**config.mk**
```make
export PLATFORM = sky130hd
export DESIGN_NAME = midpoint_circle_rasterizer_unit
export DESIGN_NICKNAME = d
export VERILOG_FILES = /design/src/hw/rtl/mcr_pkg.sv /design/src/hw/rtl/mcr_front.sv /design/src/hw/rtl/mcr_queue.sv /design/src/hw/rtl/mcr_back.sv /design/src/hw/rtl/midpoint_circle_rasterizer_unit.sv
export SDC_FILE = /design/constraint.sdc
export NUM_CORES = 1
export LEC_CHECK = 0
export CAP_MARGIN = 30
export CORE_MARGIN = 4
export CORE_UTILIZATION = 30
export CTS_CLUSTER_DIAMETER = 30
export DETAILED_ROUTE_END_ITERATION = 8
export DONT_BUFFER_PORTS = 1
export GPL_TIMING_DRIVEN = 0
export PLACE_DENSITY = 0.49
export SYNTH_ARGS = -nofsm -noshare
export SYNTH_HDL_FRONTEND = slang
export SYNTH_SLANG_ARGS = --single-unit
```
**constraint.sdc**
```tcl
create_clock -name clk -period 15.6 [get_ports clk]
set_input_delay 4.68 -clock clk [delete_from_list [all_inputs] [get_ports clk]]
set_output_delay 4.68 -clock clk [all_outputs]
set_load 0.02 [all_outputs]
```
**src/hw/rtl/mcr_pkg.sv**
```systemverilog
// ----------------------------------------------------------------------------
// mcr_pkg
// Shared types, constants and segment tables of the midpoint circle rasterizer.
// ----------------------------------------------------------------------------
package mcr_pkg;

  localparam int COORD_W = 11;   // signed center coordinate
  localparam int RAD_W   = 9;    // radius and offsets
  localparam int SUM_W   = 12;   // center plus or minus offset
  localparam int PIX_W   = 10;   // clipped pixel coordinate
  localparam int DIM_W   = 11;   // screen size register
  localparam int DEC_W   = 12;   // decision and delta_y

  localparam logic [DIM_W-1:0] SCREEN_LIMIT = 11'd1024;

  // command queue between front and back
  localparam int Q_DEPTH = 4;
  localparam int Q_AW    = 2;

  // request opcodes
  localparam logic [1:0] OP_START_LINE = 2'd0;
  localparam logic [1:0] OP_START_FILL = 2'd1;
  localparam logic [1:0] OP_STEP       = 2'd2;

  // job kinds handed to the back end
  localparam logic [1:0] MODE_START_LINE = 2'd0;
  localparam logic [1:0] MODE_START_FILL = 2'd1;
  localparam logic [1:0] MODE_STEP_LINE  = 2'd2;
  localparam logic [1:0] MODE_STEP_FILL  = 2'd3;

  // offset source of one segment end
  localparam logic [1:0] SRC_ZERO = 2'd0;
  localparam logic [1:0] SRC_A    = 2'd1;
  localparam logic [1:0] SRC_B    = 2'd2;

  typedef struct packed {
    logic       neg;
    logic [1:0] src;
  } term_t;

  typedef struct packed {
    term_t xa;
    term_t xb;
    term_t ya;
    term_t yb;
  } seg_terms_t;

  typedef struct packed {
    logic signed [COORD_W-1:0] cx;
    logic signed [COORD_W-1:0] cy;
    logic [RAD_W-1:0]          a;     // off_x, zero on a start
    logic [RAD_W-1:0]          b;     // off_y, the radius on a start
    logic [1:0]                mode;
    logic                      finished;
  } job_t;

  localparam term_t T_0  = '{neg: 1'b0, src: SRC_ZERO};
  localparam term_t T_PA = '{neg: 1'b0, src: SRC_A};
  localparam term_t T_NA = '{neg: 1'b1, src: SRC_A};
  localparam term_t T_PB = '{neg: 1'b0, src: SRC_B};
  localparam term_t T_NB = '{neg: 1'b1, src: SRC_B};

  function automatic seg_terms_t span(input term_t xa, input term_t xb,
                                      input term_t ya, input term_t yb);
    seg_terms_t s;
    s.xa = xa;
    s.xb = xb;
    s.ya = ya;
    s.yb = yb;
    return s;
  endfunction

  // index of the final segment of a job
  function automatic logic [2:0] seg_last(input logic [1:0] mode);
    logic [2:0] n;
    case (mode)
      MODE_START_LINE: n = 3'd3;
      MODE_START_FILL: n = 3'd1;
      MODE_STEP_LINE:  n = 3'd7;
      default:         n = 3'd3;
    endcase
    return n;
  endfunction

  // segment ends as center plus or minus an offset
  function automatic seg_terms_t seg_terms(input logic [1:0] mode, input logic [2:0] idx);
    seg_terms_t s;
    case (mode)
      MODE_START_LINE: begin
        case (idx[1:0])
          2'd0:    s = span(T_0, T_0, T_PB, T_PB);
          2'd1:    s = span(T_0, T_0, T_NB, T_NB);
          2'd2:    s = span(T_PB, T_PB, T_0, T_0);
          default: s = span(T_NB, T_NB, T_0, T_0);
        endcase
      end
      MODE_START_FILL: begin
        case (idx[0])
          1'b0:    s = span(T_0, T_0, T_NB, T_PB);
          default: s = span(T_NB, T_PB, T_0, T_0);
        endcase
      end
      MODE_STEP_LINE: begin
        case (idx)
          3'd0:    s = span(T_PA, T_PA, T_PB, T_PB);
          3'd1:    s = span(T_NA, T_NA, T_PB, T_PB);
          3'd2:    s = span(T_PA, T_PA, T_NB, T_NB);
          3'd3:    s = span(T_NA, T_NA, T_NB, T_NB);
          3'd4:    s = span(T_PB, T_PB, T_PA, T_PA);
          3'd5:    s = span(T_NB, T_NB, T_PA, T_PA);
          3'd6:    s = span(T_PB, T_PB, T_NA, T_NA);
          default: s = span(T_NB, T_NB, T_NA, T_NA);
        endcase
      end
      default: begin
        case (idx[1:0])
          2'd0:    s = span(T_NB, T_PB, T_PA, T_PA);
          2'd1:    s = span(T_NB, T_PB, T_NA, T_NA);
          2'd2:    s = span(T_PA, T_PA, T_NB, T_PB);
          default: s = span(T_NA, T_NA, T_NB, T_PB);
        endcase
      end
    endcase
    return s;
  endfunction

  // center plus or minus the selected offset
  function automatic logic signed [SUM_W-1:0] term_value(
      input logic signed [COORD_W-1:0] c, input logic [RAD_W-1:0] a,
      input logic [RAD_W-1:0] b, input term_t t);
    logic signed [SUM_W-1:0] base;
    logic signed [SUM_W-1:0] off;
    base = {c[COORD_W-1], c};
    case (t.src)
      SRC_A:   off = $signed({3'b000, a});
      SRC_B:   off = $signed({3'b000, b});
      default: off = '0;
    endcase
    return t.neg ? base - off : base + off;
  endfunction

endpackage

```
**src/hw/rtl/mcr_front.sv**
```systemverilog
// ----------------------------------------------------------------------------
// mcr_front
// Takes commands, runs the midpoint decision update and queues segment jobs.
// ----------------------------------------------------------------------------
module mcr_front import mcr_pkg::*; #(
  parameter int MAX_RADIUS = 511
) (
  input  logic                      clk,
  input  logic                      rst,
  input  logic                      in_valid,
  output logic                      in_ready,
  input  logic [1:0]                opcode,
  input  logic signed [COORD_W-1:0] center_x,
  input  logic signed [COORD_W-1:0] center_y,
  input  logic [RAD_W-1:0]          radius,
  input  logic                      q_full,
  output logic                      push,
  output job_t                      push_job
);

  localparam int RAD_TOP = (1 << RAD_W) - 1;
  localparam int RAD_CAP = (MAX_RADIUS < RAD_TOP) ? MAX_RADIUS : RAD_TOP;

  logic signed [COORD_W-1:0] ctr_x, ctr_x_next;
  logic signed [COORD_W-1:0] ctr_y, ctr_y_next;
  logic [RAD_W-1:0]          off_x, off_x_next;
  logic [RAD_W-1:0]          off_y, off_y_next;
  logic signed [DEC_W-1:0]   decision, decision_next;
  logic [COORD_W-1:0]        delta_x, delta_x_next;
  logic signed [DEC_W-1:0]   delta_y, delta_y_next;
  logic                      fill_mode, fill_mode_next;
  logic                      active, active_next;

  logic                      accept;
  logic                      is_start;
  logic [RAD_W-1:0]          r_sat;
  logic                      go_down;
  logic [RAD_W-1:0]          ox1, oy1;
  logic signed [DEC_W-1:0]   dy1, dec1, dec2;
  logic [COORD_W-1:0]        dx1;

  assign in_ready = !q_full;
  assign accept   = in_valid && !q_full;
  assign is_start = (opcode == OP_START_LINE) || (opcode == OP_START_FILL);
  assign r_sat    = (radius > RAD_W'(RAD_CAP)) ? RAD_W'(RAD_CAP) : radius;

  // one iteration of the midpoint loop
  assign go_down = !decision[DEC_W-1];
  assign oy1     = go_down ? off_y - 1'b1 : off_y;
  assign dy1     = go_down ? delta_y + 12'sd2 : delta_y;
  assign dec1    = go_down ? decision + dy1 : decision;
  assign ox1     = off_x + 1'b1;
  assign dx1     = delta_x + 11'd2;
  assign dec2    = dec1 + $signed({1'b0, dx1});

  // next state and job
  always_comb begin
    ctr_x_next     = ctr_x;
    ctr_y_next     = ctr_y;
    off_x_next     = off_x;
    off_y_next     = off_y;
    decision_next  = decision;
    delta_x_next   = delta_x;
    delta_y_next   = delta_y;
    fill_mode_next = fill_mode;
    active_next    = active;
    push           = 1'b0;
    push_job.cx       = ctr_x;
    push_job.cy       = ctr_y;
    push_job.a        = ox1;
    push_job.b        = oy1;
    push_job.mode     = fill_mode ? MODE_STEP_FILL : MODE_STEP_LINE;
    push_job.finished = !(ox1 < oy1);
    if (accept && is_start) begin
      ctr_x_next     = center_x;
      ctr_y_next     = center_y;
      off_x_next     = '0;
      off_y_next     = r_sat;
      decision_next  = 12'sd1 - $signed({3'b000, r_sat});
      delta_x_next   = 11'd1;
      delta_y_next   = -$signed({2'b00, r_sat, 1'b0});
      fill_mode_next = (opcode == OP_START_FILL);
      active_next    = (r_sat != '0);
      push           = 1'b1;
      push_job.cx       = center_x;
      push_job.cy       = center_y;
      push_job.a        = '0;
      push_job.b        = r_sat;
      push_job.mode     = (opcode == OP_START_FILL) ? MODE_START_FILL : MODE_START_LINE;
      push_job.finished = (r_sat == '0);
    end else if (accept && (opcode == OP_STEP) && active) begin
      off_x_next    = ox1;
      off_y_next    = oy1;
      decision_next = dec2;
      delta_x_next  = dx1;
      delta_y_next  = dy1;
      active_next   = (ox1 < oy1);
      push          = 1'b1;
    end
  end

  always_ff @(posedge clk) begin
    if (rst) begin
      ctr_x     <= '0;
      ctr_y     <= '0;
      off_x     <= '0;
      off_y     <= '0;
      decision  <= '0;
      delta_x   <= 11'd1;
      delta_y   <= '0;
      fill_mode <= 1'b0;
      active    <= 1'b0;
    end else begin
      ctr_x     <= ctr_x_next;
      ctr_y     <= ctr_y_next;
      off_x     <= off_x_next;
      off_y     <= off_y_next;
      decision  <= decision_next;
      delta_x   <= delta_x_next;
      delta_y   <= delta_y_next;
      fill_mode <= fill_mode_next;
      active    <= active_next;
    end
  end

endmodule

```
**src/hw/rtl/mcr_queue.sv**
```systemverilog
// ----------------------------------------------------------------------------
// mcr_queue
// Short job queue that decouples command intake from segment output.
// ----------------------------------------------------------------------------
module mcr_queue import mcr_pkg::*; (
  input  logic          clk,
  input  logic          rst,
  input  logic          push,
  input  job_t          push_job,
  input  logic          pop,
  output logic          head_valid,
  output job_t          head_job,
  output logic          full,
  output logic [Q_AW:0] level
);

  job_t            mem [Q_DEPTH];
  logic [Q_AW-1:0] wr_ptr;
  logic [Q_AW-1:0] rd_ptr;
  logic [Q_AW:0]   count;

  assign full       = (count == (Q_AW+1)'(Q_DEPTH));
  assign head_valid = (count != '0);
  assign head_job   = mem[rd_ptr];
  assign level      = count;

  // storage
  always_ff @(posedge clk) begin
    if (push) begin
      mem[wr_ptr] <= push_job;
    end
  end

  // pointers and fill level
  always_ff @(posedge clk) begin
    if (rst) begin
      wr_ptr <= '0;
      rd_ptr <= '0;
      count  <= '0;
    end else begin
      if (push) begin
        wr_ptr <= wr_ptr + 1'b1;
      end
      if (pop) begin
        rd_ptr <= rd_ptr + 1'b1;
      end
      case ({push, pop})
        2'b10:   count <= count + 1'b1;
        2'b01:   count <= count - 1'b1;
        default: count <= count;
      endcase
    end
  end

endmodule

```
**src/hw/rtl/mcr_back.sv**
```systemverilog
// ----------------------------------------------------------------------------
// mcr_back
// Walks the segments of each job, clips them to the screen, registers output.
// ----------------------------------------------------------------------------
module mcr_back import mcr_pkg::*; (
  input  logic             clk,
  input  logic             rst,
  input  logic             head_valid,
  input  job_t             head_job,
  output logic             pop,
  input  logic [DIM_W-1:0] screen_width,
  input  logic [DIM_W-1:0] screen_height,
  output logic             out_valid,
  input  logic             out_ready,
  output logic [PIX_W-1:0] seg_x_lo,
  output logic [PIX_W-1:0] seg_y_lo,
  output logic [PIX_W-1:0] seg_x_hi,
  output logic [PIX_W-1:0] seg_y_hi,
  output logic             visible,
  output logic             finished,
  output logic             last_of_run
);

  logic [2:0]              idx;
  logic                    out_ok;
  logic                    fire;
  logic                    last;
  seg_terms_t              terms;
  logic signed [SUM_W-1:0] xa, xb, ya, yb;
  logic [DIM_W-1:0]        w_eff, h_eff;
  logic signed [SUM_W:0]   wm1, hm1;
  logic signed [SUM_W:0]   xa_e, xb_e, ya_e, yb_e;
  logic                    vis;
  logic [PIX_W-1:0]        x_lo, y_lo, x_hi, y_hi;

  assign out_ok = !out_valid || out_ready;
  assign fire   = head_valid && out_ok;
  assign last   = (idx == seg_last(head_job.mode));
  assign pop    = fire && last;

  // segment ends of the current index
  assign terms = seg_terms(head_job.mode, idx);
  assign xa    = term_value(head_job.cx, head_job.a, head_job.b, terms.xa);
  assign xb    = term_value(head_job.cx, head_job.a, head_job.b, terms.xb);
  assign ya    = term_value(head_job.cy, head_job.a, head_job.b, terms.ya);
  assign yb    = term_value(head_job.cy, head_job.a, head_job.b, terms.yb);

  // clip against the screen
  assign w_eff = (screen_width > SCREEN_LIMIT) ? SCREEN_LIMIT : screen_width;
  assign h_eff = (screen_height > SCREEN_LIMIT) ? SCREEN_LIMIT : screen_height;
  assign wm1   = $signed({2'b00, w_eff}) - 13'sd1;
  assign hm1   = $signed({2'b00, h_eff}) - 13'sd1;
  assign xa_e  = {xa[SUM_W-1], xa};
  assign xb_e  = {xb[SUM_W-1], xb};
  assign ya_e  = {ya[SUM_W-1], ya};
  assign yb_e  = {yb[SUM_W-1], yb};
  assign vis   = (w_eff != '0) && (h_eff != '0) && (xa_e <= wm1) && !xb[SUM_W-1] &&
                 (ya_e <= hm1) && !yb[SUM_W-1];
  assign x_lo  = xa[SUM_W-1] ? '0 : xa[PIX_W-1:0];
  assign y_lo  = ya[SUM_W-1] ? '0 : ya[PIX_W-1:0];
  assign x_hi  = (xb_e > wm1) ? wm1[PIX_W-1:0] : xb[PIX_W-1:0];
  assign y_hi  = (yb_e > hm1) ? hm1[PIX_W-1:0] : yb[PIX_W-1:0];

  // segment index within the job
  always_ff @(posedge clk) begin
    if (rst) begin
      idx <= '0;
    end else if (fire) begin
      idx <= last ? 3'd0 : idx + 3'd1;
    end
  end

  // output register
  always_ff @(posedge clk) begin
    if (rst) begin
      out_valid <= 1'b0;
    end else if (fire) begin
      out_valid <= 1'b1;
    end else if (out_ready) begin
      out_valid <= 1'b0;
    end
  end

  always_ff @(posedge clk) begin
    if (fire) begin
      seg_x_lo    <= vis ? x_lo : '0;
      seg_y_lo    <= vis ? y_lo : '0;
      seg_x_hi    <= vis ? x_hi : '0;
      seg_y_hi    <= vis ? y_hi : '0;
      visible     <= vis;
      finished    <= head_job.finished;
      last_of_run <= last;
    end
  end

endmodule

```
**src/hw/rtl/midpoint_circle_rasterizer_unit.sv**
```systemverilog
// ----------------------------------------------------------------------------
// midpoint_circle_rasterizer_unit
// Midpoint circle rasterizer producing screen-clipped axis-aligned segments.
// ----------------------------------------------------------------------------
// A start request (opcode 0 outline, 1 filled) loads center and radius and
// yields four cardinal pixels or two diameter spans; each advance request
// (opcode 2) runs one midpoint iteration and yields eight pixels or four
// spans. Opcode 3, and an advance with no circle in progress, yield nothing.
// The front end takes one request per cycle while its four-entry job queue
// has room; the back end clips and registers one segment per cycle while
// the segment stream is not stalled. When the queue is empty, a request is
// written into the job queue and its first segment is then registered in
// the output register before it is presented on the segment stream. The
// last segment of each request carries tlast. Screen width and height are
// to be written over the register port at byte addresses 0 and 4 only
// while the unit is idle; the block itself does not enforce this.
module midpoint_circle_rasterizer_unit import mcr_pkg::*; #(
  parameter int MAX_RADIUS = 511
) (
  input  logic        clk,
  input  logic        rst,
  // request stream
  input  logic        s_tvalid,
  output logic        s_tready,
  input  logic [31:0] s_tdata,   // center_x[10:0], center_y[21:11], radius[30:22], zero
  input  logic [1:0]  s_tuser,   // opcode[1:0]
  // segment stream
  output logic        m_tvalid,
  input  logic        m_tready,
  output logic [39:0] m_tdata,   // seg_x_lo[9:0], seg_y_lo[19:10], seg_x_hi[29:20],
                                 // seg_y_hi[39:30]
  output logic [1:0]  m_tuser,   // visible[0], finished[1]
  output logic        m_tlast,   // last_of_run
  // register port
  input  logic        psel,
  input  logic        penable,
  input  logic        pwrite,
  input  logic [2:0]  paddr,
  input  logic [31:0] pwdata,
  output logic [31:0] prdata,
  output logic        pready
);

  logic [DIM_W-1:0] screen_width;
  logic [DIM_W-1:0] screen_height;

  logic             push;
  job_t             push_job;
  logic             pop;
  logic             head_valid;
  job_t             head_job;
  logic             q_full;
  logic [Q_AW:0]    q_level;

  logic [PIX_W-1:0] seg_x_lo, seg_y_lo, seg_x_hi, seg_y_hi;
  logic             visible, finished, last_of_run;

  // register port
  assign pready = 1'b1;
  assign prdata = {21'd0, paddr[2] ? screen_height : screen_width};

  always_ff @(posedge clk) begin
    if (rst) begin
      screen_width  <= 11'd320;
      screen_height <= 11'd240;
    end else if (psel && penable && pwrite) begin
      if (paddr[2]) begin
        screen_height <= pwdata[DIM_W-1:0];
      end else begin
        screen_width <= pwdata[DIM_W-1:0];
      end
    end
  end

  mcr_front #(
    .MAX_RADIUS (MAX_RADIUS)
  ) u_front (
    .clk      (clk),
    .rst      (rst),
    .in_valid (s_tvalid),
    .in_ready (s_tready),
    .opcode   (s_tuser),
    .center_x ($signed(s_tdata[10:0])),
    .center_y ($signed(s_tdata[21:11])),
    .radius   (s_tdata[30:22]),
    .q_full   (q_full),
    .push     (push),
    .push_job (push_job)
  );

  mcr_queue u_queue (
    .clk        (clk),
    .rst        (rst),
    .push       (push),
    .push_job   (push_job),
    .pop        (pop),
    .head_valid (head_valid),
    .head_job   (head_job),
    .full       (q_full),
    .level      (q_level)
  );

  mcr_back u_back (
    .clk           (clk),
    .rst           (rst),
    .head_valid    (head_valid),
    .head_job      (head_job),
    .pop           (pop),
    .screen_width  (screen_width),
    .screen_height (screen_height),
    .out_valid     (m_tvalid),
    .out_ready     (m_tready),
    .seg_x_lo      (seg_x_lo),
    .seg_y_lo      (seg_y_lo),
    .seg_x_hi      (seg_x_hi),
    .seg_y_hi      (seg_y_hi),
    .visible       (visible),
    .finished      (finished),
    .last_of_run   (last_of_run)
  );

  assign m_tdata = {seg_y_hi, seg_x_hi, seg_y_lo, seg_x_lo};
  assign m_tuser = {finished, visible};
  assign m_tlast = last_of_run;

  // queue never overfills
  a_queue_level: assert property (@(posedge clk) disable iff (rst)
    q_level <= (Q_AW+1)'(Q_DEPTH))
    else $error("job queue level beyond depth");

  // a hidden segment carries zero coordinates
  a_hidden_zero: assert property (@(posedge clk) disable iff (rst)
    m_tvalid && !m_tuser[0] |-> m_tdata == '0)
    else $error("hidden segment with nonzero coordinates");

  // a visible segment is ordered on both axes
  a_seg_order: assert property (@(posedge clk) disable iff (rst)
    m_tvalid && m_tuser[0] |-> (m_tdata[9:0] <= m_tdata[29:20]) &&
                               (m_tdata[19:10] <= m_tdata[39:30]))
    else $error("visible segment with lo above hi");

  // a pop only happens together with an emitted segment
  a_pop_emits: assert property (@(posedge clk) disable iff (rst)
    pop |=> m_tvalid && m_tlast)
    else $error("job retired without final segment");

endmodule
```
## Word level (Yosys, flattened, before mapping)

Memories as Yosys holds them, arrays and structs flattened. A register that Yosys moved wholly into a read port is not among the register bits.
Index checks and enable logic that the tools add are counted.

| operators by class | value |
|---|---|
| add/sub/neg operators | 23 |
| order comparisons | 8 |
| equal/unequal tests | 24 |
| muxes and demuxes | 44 |
| bitwise gates (word level) | 2 |
| reduce and logical (&&, ||, !) cells | 37 |

Operators by type and width:

| kind | count |
|---|---|
| two-way mux 12 bit | 11 |
| one-hot mux 12 bit (3 select lines) | 3 |
| one-hot mux 12 bit (7 select lines) | 1 |
| one-hot mux 9 bit (2 select lines) | 4 |
| adder 11 x 10 -> 12 bit | 4 |
| subtractor 11 x 10 -> 12 bit | 4 |
| two-way mux 43 bit | 1 |
| two-way mux 9 bit | 4 |
| two-way mux 11 bit | 3 |
| adder 12 bit | 2 |
| > comparator 12 bit | 2 |
| <= comparator 12 bit | 2 |
| subtractor 11 x 1 -> 12 bit (second input constant) | 2 |
| > comparator 11 bit (second input constant) | 2 |
| nonzero test 11 bit | 2 |
| two-way mux 10 bit | 2 |
| equality test 2 x 1 -> 1 bit (second input constant) | 8 |
| equality test 2 bit (second input constant) | 8 |
| logical AND 1 bit | 13 |
| adder 12 x 3 -> 12 bit (second input constant) | 1 |
| equality test 3 bit (second input constant) | 4 |
| negation 10 -> 12 bit | 1 |
| one-hot mux 3 bit (2 select lines) | 2 |
| adder 11 x 2 -> 11 bit (second input constant) | 1 |
| other kinds (25) | 51 |

| storage, ports and cells | value |
|---|---|
| register bits after elaboration | 153 |
| RAM bits | 172 |
| memories kept | 1 |

Memories:

| memory | words | bits a word | rd ports | clocked after Yosys merged registers in | write ports | line | RTL |
|---|---|---|---|---|---|---|---|
| u_queue.mem | 4 | 43 | 1 | 1 | 1 | mcr_queue.sv:17 | `job_t mem [Q_DEPTH];` |

## Logic depth before layout (Yosys ltp)

Gate-level depths: netlist (run 1).

| depth | value |
|---|---|
| depth in word-level cells | 14 |
| mapped depth | 33 |
| gate-level depth less buffers | 29 |

## Hierarchy

Synthesis (run 1) repeated with hierarchy kept, for this count alone.

| unflattened totals | value |
|---|---|
| cells, all modules | 1899 |
| area total of the unflattened synthesis | 19779.0 um^2 |

Modules (own cells, without submodules):

| module | times used | cells each | area each (um^2) |
|---|---|---|---|
| mcr_queue | 1 | 272 | 6695.2 |
| mcr_back | 1 | 806 | 6636.4 |
| mcr_front | 1 | 692 | 5198.7 |
| midpoint_circle_rasterizer_unit | 1 | 129 | 1248.7 |

## Worst setup path before layout (run 1)

OpenSTA, ideal clock, no wires.

| timing path | value |
|---|---|
| kind | input-to-output |
| from | in paddr[2] |
| to | out prdata[2] |
| arrival time | 5.409 ns |
| slack | 5.511 ns |
| stages | 2 |
| path buffers | 1 |
| cell sequence | clkbuf_1 -> mux2_2 |

| on the way | value |
|---|---|
| longest elaborated chain between the ends | 1 |

RTL lines:

| what | line | RTL |
|---|---|---|
| start: declaration | midpoint_circle_rasterizer_unit.sv:38 | `input logic [2:0] paddr,` |
| two-way mux 11 bit | midpoint_circle_rasterizer_unit.sv:60 | `assign prdata = {21'd0, paddr[2] ? screen_height : screen_width};` |
| end: declaration | midpoint_circle_rasterizer_unit.sv:40 | `output logic [31:0] prdata,` |

Every way passes these cells.

## Final worst setup path (run 1)

| timing path | value |
|---|---|
| from | in paddr[2] |
| to | out prdata[9] |

The elaborated chain is that of the path after synthesis.

==> impl_metrics.csv, run 1 <==
group,metric,value,unit
placement,gp_congestion,0.876,
clock_tree,clock_sinks,325,
routing,via_count,14200,
final_layout,fin_nets,2170,
logic_synthesis,ys_ff_latch,325,
setup_path,crit_arrival,5.59,ns
sta,fmax,97.4,MHz
sta,tns,0,ns
logic_synthesis,avgSynthCellArea,10.4,µm²
setup_path,cpPeakStageDelay,0.48,ns
clock_tree,cts_tree,"done",
grt,grt-ovfl-total,0,
setup_path,crit_path_end_kind,"primary output",
routing,routed_wl,54300,µm
logic_synthesis,synth_top_area_share,33.6,%
setup_path,cp_top_family,"multiplexers",
routing,drt_iter0_drc,1033,
routing,wire_per_inst,19.0,µm
grt,grt_start_max_net_pins,43,
final_layout,area_delta_synth_final,20.6,%
setup_path,crit_slowest_cell,"mux2_2",
placement,port_buffers,0,
clock_tree,hold_buffers,0,
logic_synthesis,syn-cell-area,19200,µm²
setup_path,required,10.92,ns
setup_path,crit_path_max_fanout,10,
power_and_ir_drop,powerDensity,144,nW/µm²
logic_synthesis,synth_seq_area_share,45.1,%
final_layout,layout_common_cells,"220 x nand2_1, 215 x edfxtp_1, 148 x nor2_1",
sta,timing.hold.ws,0.459,ns
routing,ant_nets,0,
logic_synthesis,synth_area_leaders,"edfxtp_1 34%, dfxtp_1 11%, ha_1 8.9%, mux4_2 5.2%, nand2_1 4.3%",
sta,fin_skew,0.0281,ns
logic_synthesis,ys_types,81,
clock_tree,path_clk_slew,0.04,ns
setup_path,crit_buf_inv,1,
routing,viasPerCell,4.97,
sta,grt_setup_unrepaired,"no",
setup_path,path_class,"input port to primary output",
sta,slew_violations,0,
floorplanning,die-area,68100,µm²
power_and_ir_drop,power.leakage,8.83,nW
logic_synthesis,async_flop_share,0,%
final_layout,drive_gt1_share,14.0,%
logic_synthesis,synth_edf_count,215,
logic_synthesis,synth_ff_type,"edfxtp_1",
power_and_ir_drop,power,0.00333,W
sta,min_period,10.27,ns
worst_hold_path,hold_class,"register to register",
grt,top_usage_layer,"met2",
sta,max_slew_margin,35.6,%
floorplanning,dieHeight,261,µm
setup_path,path_cells,"clkbuf_1 -> mux2_2",
clock_tree,clock_path_buffers,3,
floorplanning,rows,92,
floorplanning,chipWidth,261,µm
power_and_ir_drop,irDropWorstVdd,0.0654,mV
grt,antenna_found_initial,2,
grt,grt_pass1_wl,83700,µm
sta,setup_viol_count_final,0,
placement,dpl.hpwl,41100,µm
clock_tree,h-tree-depth,3,
clock_tree,post-cts-setup-buffers,0,
clock_tree,numCtsBuffers,79,
grt,track_usage,15.9,%
placement,place_area,20500,µm²
clock_tree,root_buffer,"clkbuf_16",
logic_synthesis,synth_top_area_cell,"edfxtp_1",
grt,grt_pass1_vias,14200,
routing,firstDrtPassIters,5,
run_status,status,"complete, no violations",
logic_synthesis,yosys_warnings,0,
sta,tightestPinTransition,0.962,ns
final_layout,final_area,23200,µm²
sta,final_hold_viol_count,0,
sta,period_share,65.8,%
final_layout,post-route-util,36.7,%
routing,drc,0,
flow_run,max_cap_violations,0,
setup_path,cp-start-kind,"input port",
grt,use_met3,3.62,%
floorplanning,initial_core_util,30.4,%
floorplanning,io_pins,154,
logic_synthesis,syn_inst,1845,
floorplanning,core_area,63200,µm²
grt,grt_util_met1,20.8,%
clock_tree,worstSkewPairLatency,0.61,ns
grt,met2_usage,25.8,%
final_layout,final_common_cell,"nand2_1",
clock_tree,post_cts_resize_count,0,
final_layout,antenna_cells,0,
==> sequential cells by signal, summed over array words and instances, names as in the netlist, 9 cells and up, named ones only <==
name              cells
u_queue.mem         172
u_front.decision     12
screen_height        11
screen_width         11
u_front.ctr_x        11
u_front.ctr_y        11
u_front.delta_y      11
u_back.seg_x_hi      10
u_back.seg_x_lo      10
u_back.seg_y_hi      10
u_back.seg_y_lo      10
u_front.delta_x      10
u_front.off_x         9
u_front.off_y         9
==> power breakdown <==
part / switching [W] / internal, W
sequential: 0.0000390 / 0.000977
clock: 0.000518 / 0.00112
combinational: 0.000424 / 0.000249
total: 0.000982 / 0.00235
==> per-layer routing <==
layer / wire (µm) / vias to the layer above
met5: 25 / -
met3: 3180 / 88
met1: 24400 / 6884
li1: - / 6905
met4: 1550 / 4
met2: 25200 / 344
==> path summary, 6_finish.rpt <==
| kind | start | to | slack (ns) | cells past startpoint |
|---|---|---|---|---|
| worst max-delay path | paddr[2] | prdata[9] | 5.33 | 2 |
| worst min-delay path | u_front.ctr_y[3] | u_front.ctr_y[3] | 0.46 | 2 |
| worst max register to register | register | u_back.seg_y_hi[8] | 7.81 | 29 |
| worst min register to register | u_front.ctr_y[3] | u_front.ctr_y[3] | 0.46 | 2 |
==> worst register-to-register path: cells and delay by family, from the launching register on <==
family                   cells  cell delay (ns)
XOR/XNOR                     1             0.21
AO/OA/AOI/OAI                9             2.21
AND/OR/NAND/NOR              6             1.24
adder cells (fa/ha/maj)      3             0.74
buffers and inverters        8             2.11
multiplexers                 2             0.72
flip-flops                   1             0.32
==> synthesized netlist by cell type, drive strengths merged, types with 5 or more instances <==
cell type / instances
nand2b: 24
o21ai: 61
or3: 17
and2: 16
nand3: 29
nor4: 9
dfxtp: 110
a2111oi: 6
nand4: 14
mux2: 18
o211ai: 13
clkbuf: 66
xnor2: 64
nor2: 148
mux2i: 32
o31ai: 5
buf: 43
ha: 136
a21o: 15
mux4: 44
a211oi: 34
a31oi: 11
nor3b: 11
nand2: 220
edfxtp: 215
a21oi: 124
o2111ai: 7
nor2b: 28
o21a: 9
inv: 74
nand3b: 11
nor3: 46
and3: 23
fa: 6
xor2: 56
or2: 12
a22oi: 24
==> kinds of logic (layout without fill, tap and decap cells) <==
| group | after synthesis | in the layout | synth area share (%) |
|---|---|---|---|
| AOI/OAI and AO/OA | 357 | 357 | 12.3 |
| buffers and inverters | 184 | 335 | 4.25 |
| other | 2 | 22 | 0.0391 |
| muxes | 94 | 94 | 7.88 |
| DFF | 325 | 325 | 45.1 |
| and+or+nand+nor | 621 | 621 | 15.5 |
| xor gates and xnor gates | 120 | 120 | 5.47 |
| adders and majority gates | 142 | 142 | 9.49 |
==> cell type report <==
type	count	area, µm²
flip-flops and latches	325	8660
inverters	75	282
clock inverters	49	581
plain buffers	109	534
fillers	6175	40000
clock buffers	96	2090
repair buffers	6	128
well taps	846	1060
multi-input cells	1356	9830
==> per-stage QoR <==
step | worst slack, ns | instances
finish | 5.33 | 2862
global route | 5.27 | 2862
CTS | 5.32 | 2862
detailed placement | 5.33 | 2717
global placement | 5.05 | 2711
floorplan | 5.51 | 1865
Power figures use the tool's default switching activity.
==> run 2, diff against run 1 <==
Settings changed: ABC_AREA set to 1, PLACE_DENSITY 0.49 to 0.5.
Clock period 15.6 ns to 9.1 ns, I/O delays scaled along.
==> impl_metrics.csv, run 2 <==
group,metric,value,unit
run_status,status,"complete, no violations",
final_layout,fin_nets,2804,
logic_synthesis,synth_top_family_by_area,"simple AND/OR/NAND/NOR gates",
setup_path,cpPeakStageDelay,0.52,ns
logic_synthesis,synth-simple-area-share,20.7,%
clock_tree,path_clk_slew,0.04,ns
logic_synthesis,synth_seq_area_share,42.9,%
sta,setup_viol_count_final,0,
sta,grt_setup_unrepaired,"no",
logic_synthesis,muxShareOfSynthArea,0,%
logic_synthesis,ys_types,55,
clock_tree,worstSkewPairLatency,0.62,ns
setup_path,cp-start-kind,"register",
sta,period_share,71.1,%
logic_synthesis,yosysMostFrequentCell,"nand2_1",
power_and_ir_drop,powerDensity,252,nW/µm²
logic_synthesis,avgSynthCellArea,8.15,µm²
worst_hold_path,hold_class,"register to register",
logic_synthesis,synth_compound_area_share,14.9,%
floorplanning,core_area,66200,µm²
floorplanning,io_pins,154,
sta,fmax,155,MHz
floorplanning,initial_core_util,30.5,%
flow_run,max_cap_violations,0,
power_and_ir_drop,irDropWorstVdd,0.129,mV
clock_tree,post_cts_resize_count,0,
logic_synthesis,synth_top_area_share,32.0,%
logic_synthesis,synth_edf_count,215,
logic_synthesis,yosys_warnings,0,
logic_synthesis,synth_ff_type,"edfxtp_1",
grt,grt_pass1_wl,95100,µm
clock_tree,root_buffer,"clkbuf_16",
placement,port_buffers,0,
grt,grt_pass1_vias,16900,
grt,antenna_found_initial,2,
logic_synthesis,synth_area_leaders,"edfxtp_1 32%, dfxtp_1 11%, nand2_1 9.1%, ha_1 8.4%, inv_1 6.0%",
setup_path,crit_path_max_fanout,10,
routing,routed_wl,61800,µm
clock_tree,clock_sinks,325,
sta,max_slew_margin,29.8,%
sta,tightestPinTransition,1.04,ns
final_layout,layout_common_cells,"491 x nand2_1, 325 x inv_1, 243 x nor2_1",
logic_synthesis,async_flop_share,0,%
routing,via_count,17000,
routing,viasPerCell,4.84,
routing,ant_nets,0,
grt,grt_start_max_net_pins,30,
final_layout,largest_reg_flops,172,
setup_path,cp_common_cell,"nand2_1",
final_layout,drive_gt1_share,11.7,%
sta,fin_skew,0.0265,ns
placement,dpl.hpwl,47100,µm
setup_path,crit_slowest_cell,"a21oi_1",
grt,track_usage,17.1,%
floorplanning,die-area,71500,µm²
placement,gp_congestion,0.902,
logic_synthesis,ys_ff_latch,325,
clock_tree,hold_buffers,0,
logic_synthesis,yosys.area_share.adder,9.03,%
clock_tree,numCtsBuffers,83,
power_and_ir_drop,power.leakage,10.6,nW
sta,slew_violations,0,
final_layout,area_delta_synth_final,20.5,%
logic_synthesis,ys_top_cells_by_count,"491 x nand2_1, 325 x inv_1, 247 x nor2_1",
setup_path,crit_arrival,6.83,ns
clock_tree,clock_path_buffers,3,
sta,tns,0,ns
routing,drt_iter0_drc,1026,
logic_synthesis,synth_top_area_cell,"edfxtp_1",
floorplanning,rows,94,
floorplanning,dieHeight,267,µm
logic_synthesis,syn_inst,2476,
clock_tree,cts_tree,"done",
routing,drc,0,
final_layout,top_regs,"u_queue.mem: 172 flops, u_front.decision: 12 flops",
clock_tree,post-cts-setup-buffers,0,
grt,grt-ovfl-total,0,
logic_synthesis,syn-cell-area,20200,µm²
clock_tree,h-tree-depth,3,
sta,min_period,6.47,ns
routing,wire_per_inst,17.5,µm
final_layout,post-route-util,36.7,%
logic_synthesis,synth_xor_area_share,3.25,%
routing,firstDrtPassIters,5,
setup_path,required,9.46,ns
floorplanning,chipWidth,267,µm
setup_path,path_class,"register to register",
final_layout,final_common_cell,"nand2_1",
final_layout,largest-register,"u_queue.mem",
sta,final_hold_viol_count,0,
setup_path,crit_path_end_kind,"register",
## run 2: logic make-up (layout without fill, tap and decap cells)
family	count (synthesis)	count (layout)
simple gates	953	953
fa+ha+maj	142	142
buf+inv	449	610
xor+xnor	75	75
flops	325	325
compound gates	530	530
other cells	2	23
## run 2: final cells by class
cell class	instances	area [µm²]
antenna	1	2.50
fill	6775	41900
tap	864	1080
buffer	115	609
clock inverter	50	572
multi-input combinational	1722	9780
clock buffer	106	2250
inverter	334	1260
timing repair buffer	5	100
sequential	325	8660
## run 2: power breakdown
part	internal, W	total (W)	switching, W
Sequential	0.00168	0.00175	0.0000639
Clock	0.00196	0.00292	0.000953
Combinational	0.000467	0.00146	0.000990
## run 2: final timing paths
check / startpoint / slack (ns) / endpoint / cells past startpoint
setup reg to reg: u_back.idx[0] / 2.63 / u_back.seg_y_hi[8] / 37
hold / removal: u_queue.rd_ptr[0] / 0.50 / register / 2
hold reg to reg: u_queue.rd_ptr[0] / 0.50 / register / 2
setup / recovery: u_back.idx[0] / 2.63 / u_back.seg_y_hi[8] / 37
## run 2: per-layer routing
metal,global-route usage (%),wire [µm],vias up
li1,-,-,8480
met1,21.1,26700,7981
met2,29.3,29700,439
met3,3.25,3230,133
met4,7.35,2180,0
met5,0,0,-
## run 2: metrics by stage
stage               instance area [µm²]  hold slack, ns  total power, W  setup WS (ns)  instances
global route                      24300           0.518         0.00647           2.00       3521
finish                            24300           0.500         0.00612           2.63       3522
global placement                  21300           0.476         0.00321          0.444       3360
detailed placement                21500           0.492         0.00323           2.67       3365
floorplan                         20300           0.459         0.00283           2.12       2496
CTS                               24300           0.498         0.00619           2.64       3521
## run 2: critical path, delay by kind of cell (launching register included)
kind / cells / cell delay, ns
flip-flops: 1 / 0.44
XOR/XNOR: 1 / 0.19
AO/OA/AOI/OAI: 6 / 1.20
AND/OR/NAND/NOR: 17 / 1.76
adder cells (fa/ha/maj): 4 / 1.20
buffers and inverters: 9 / 1.42
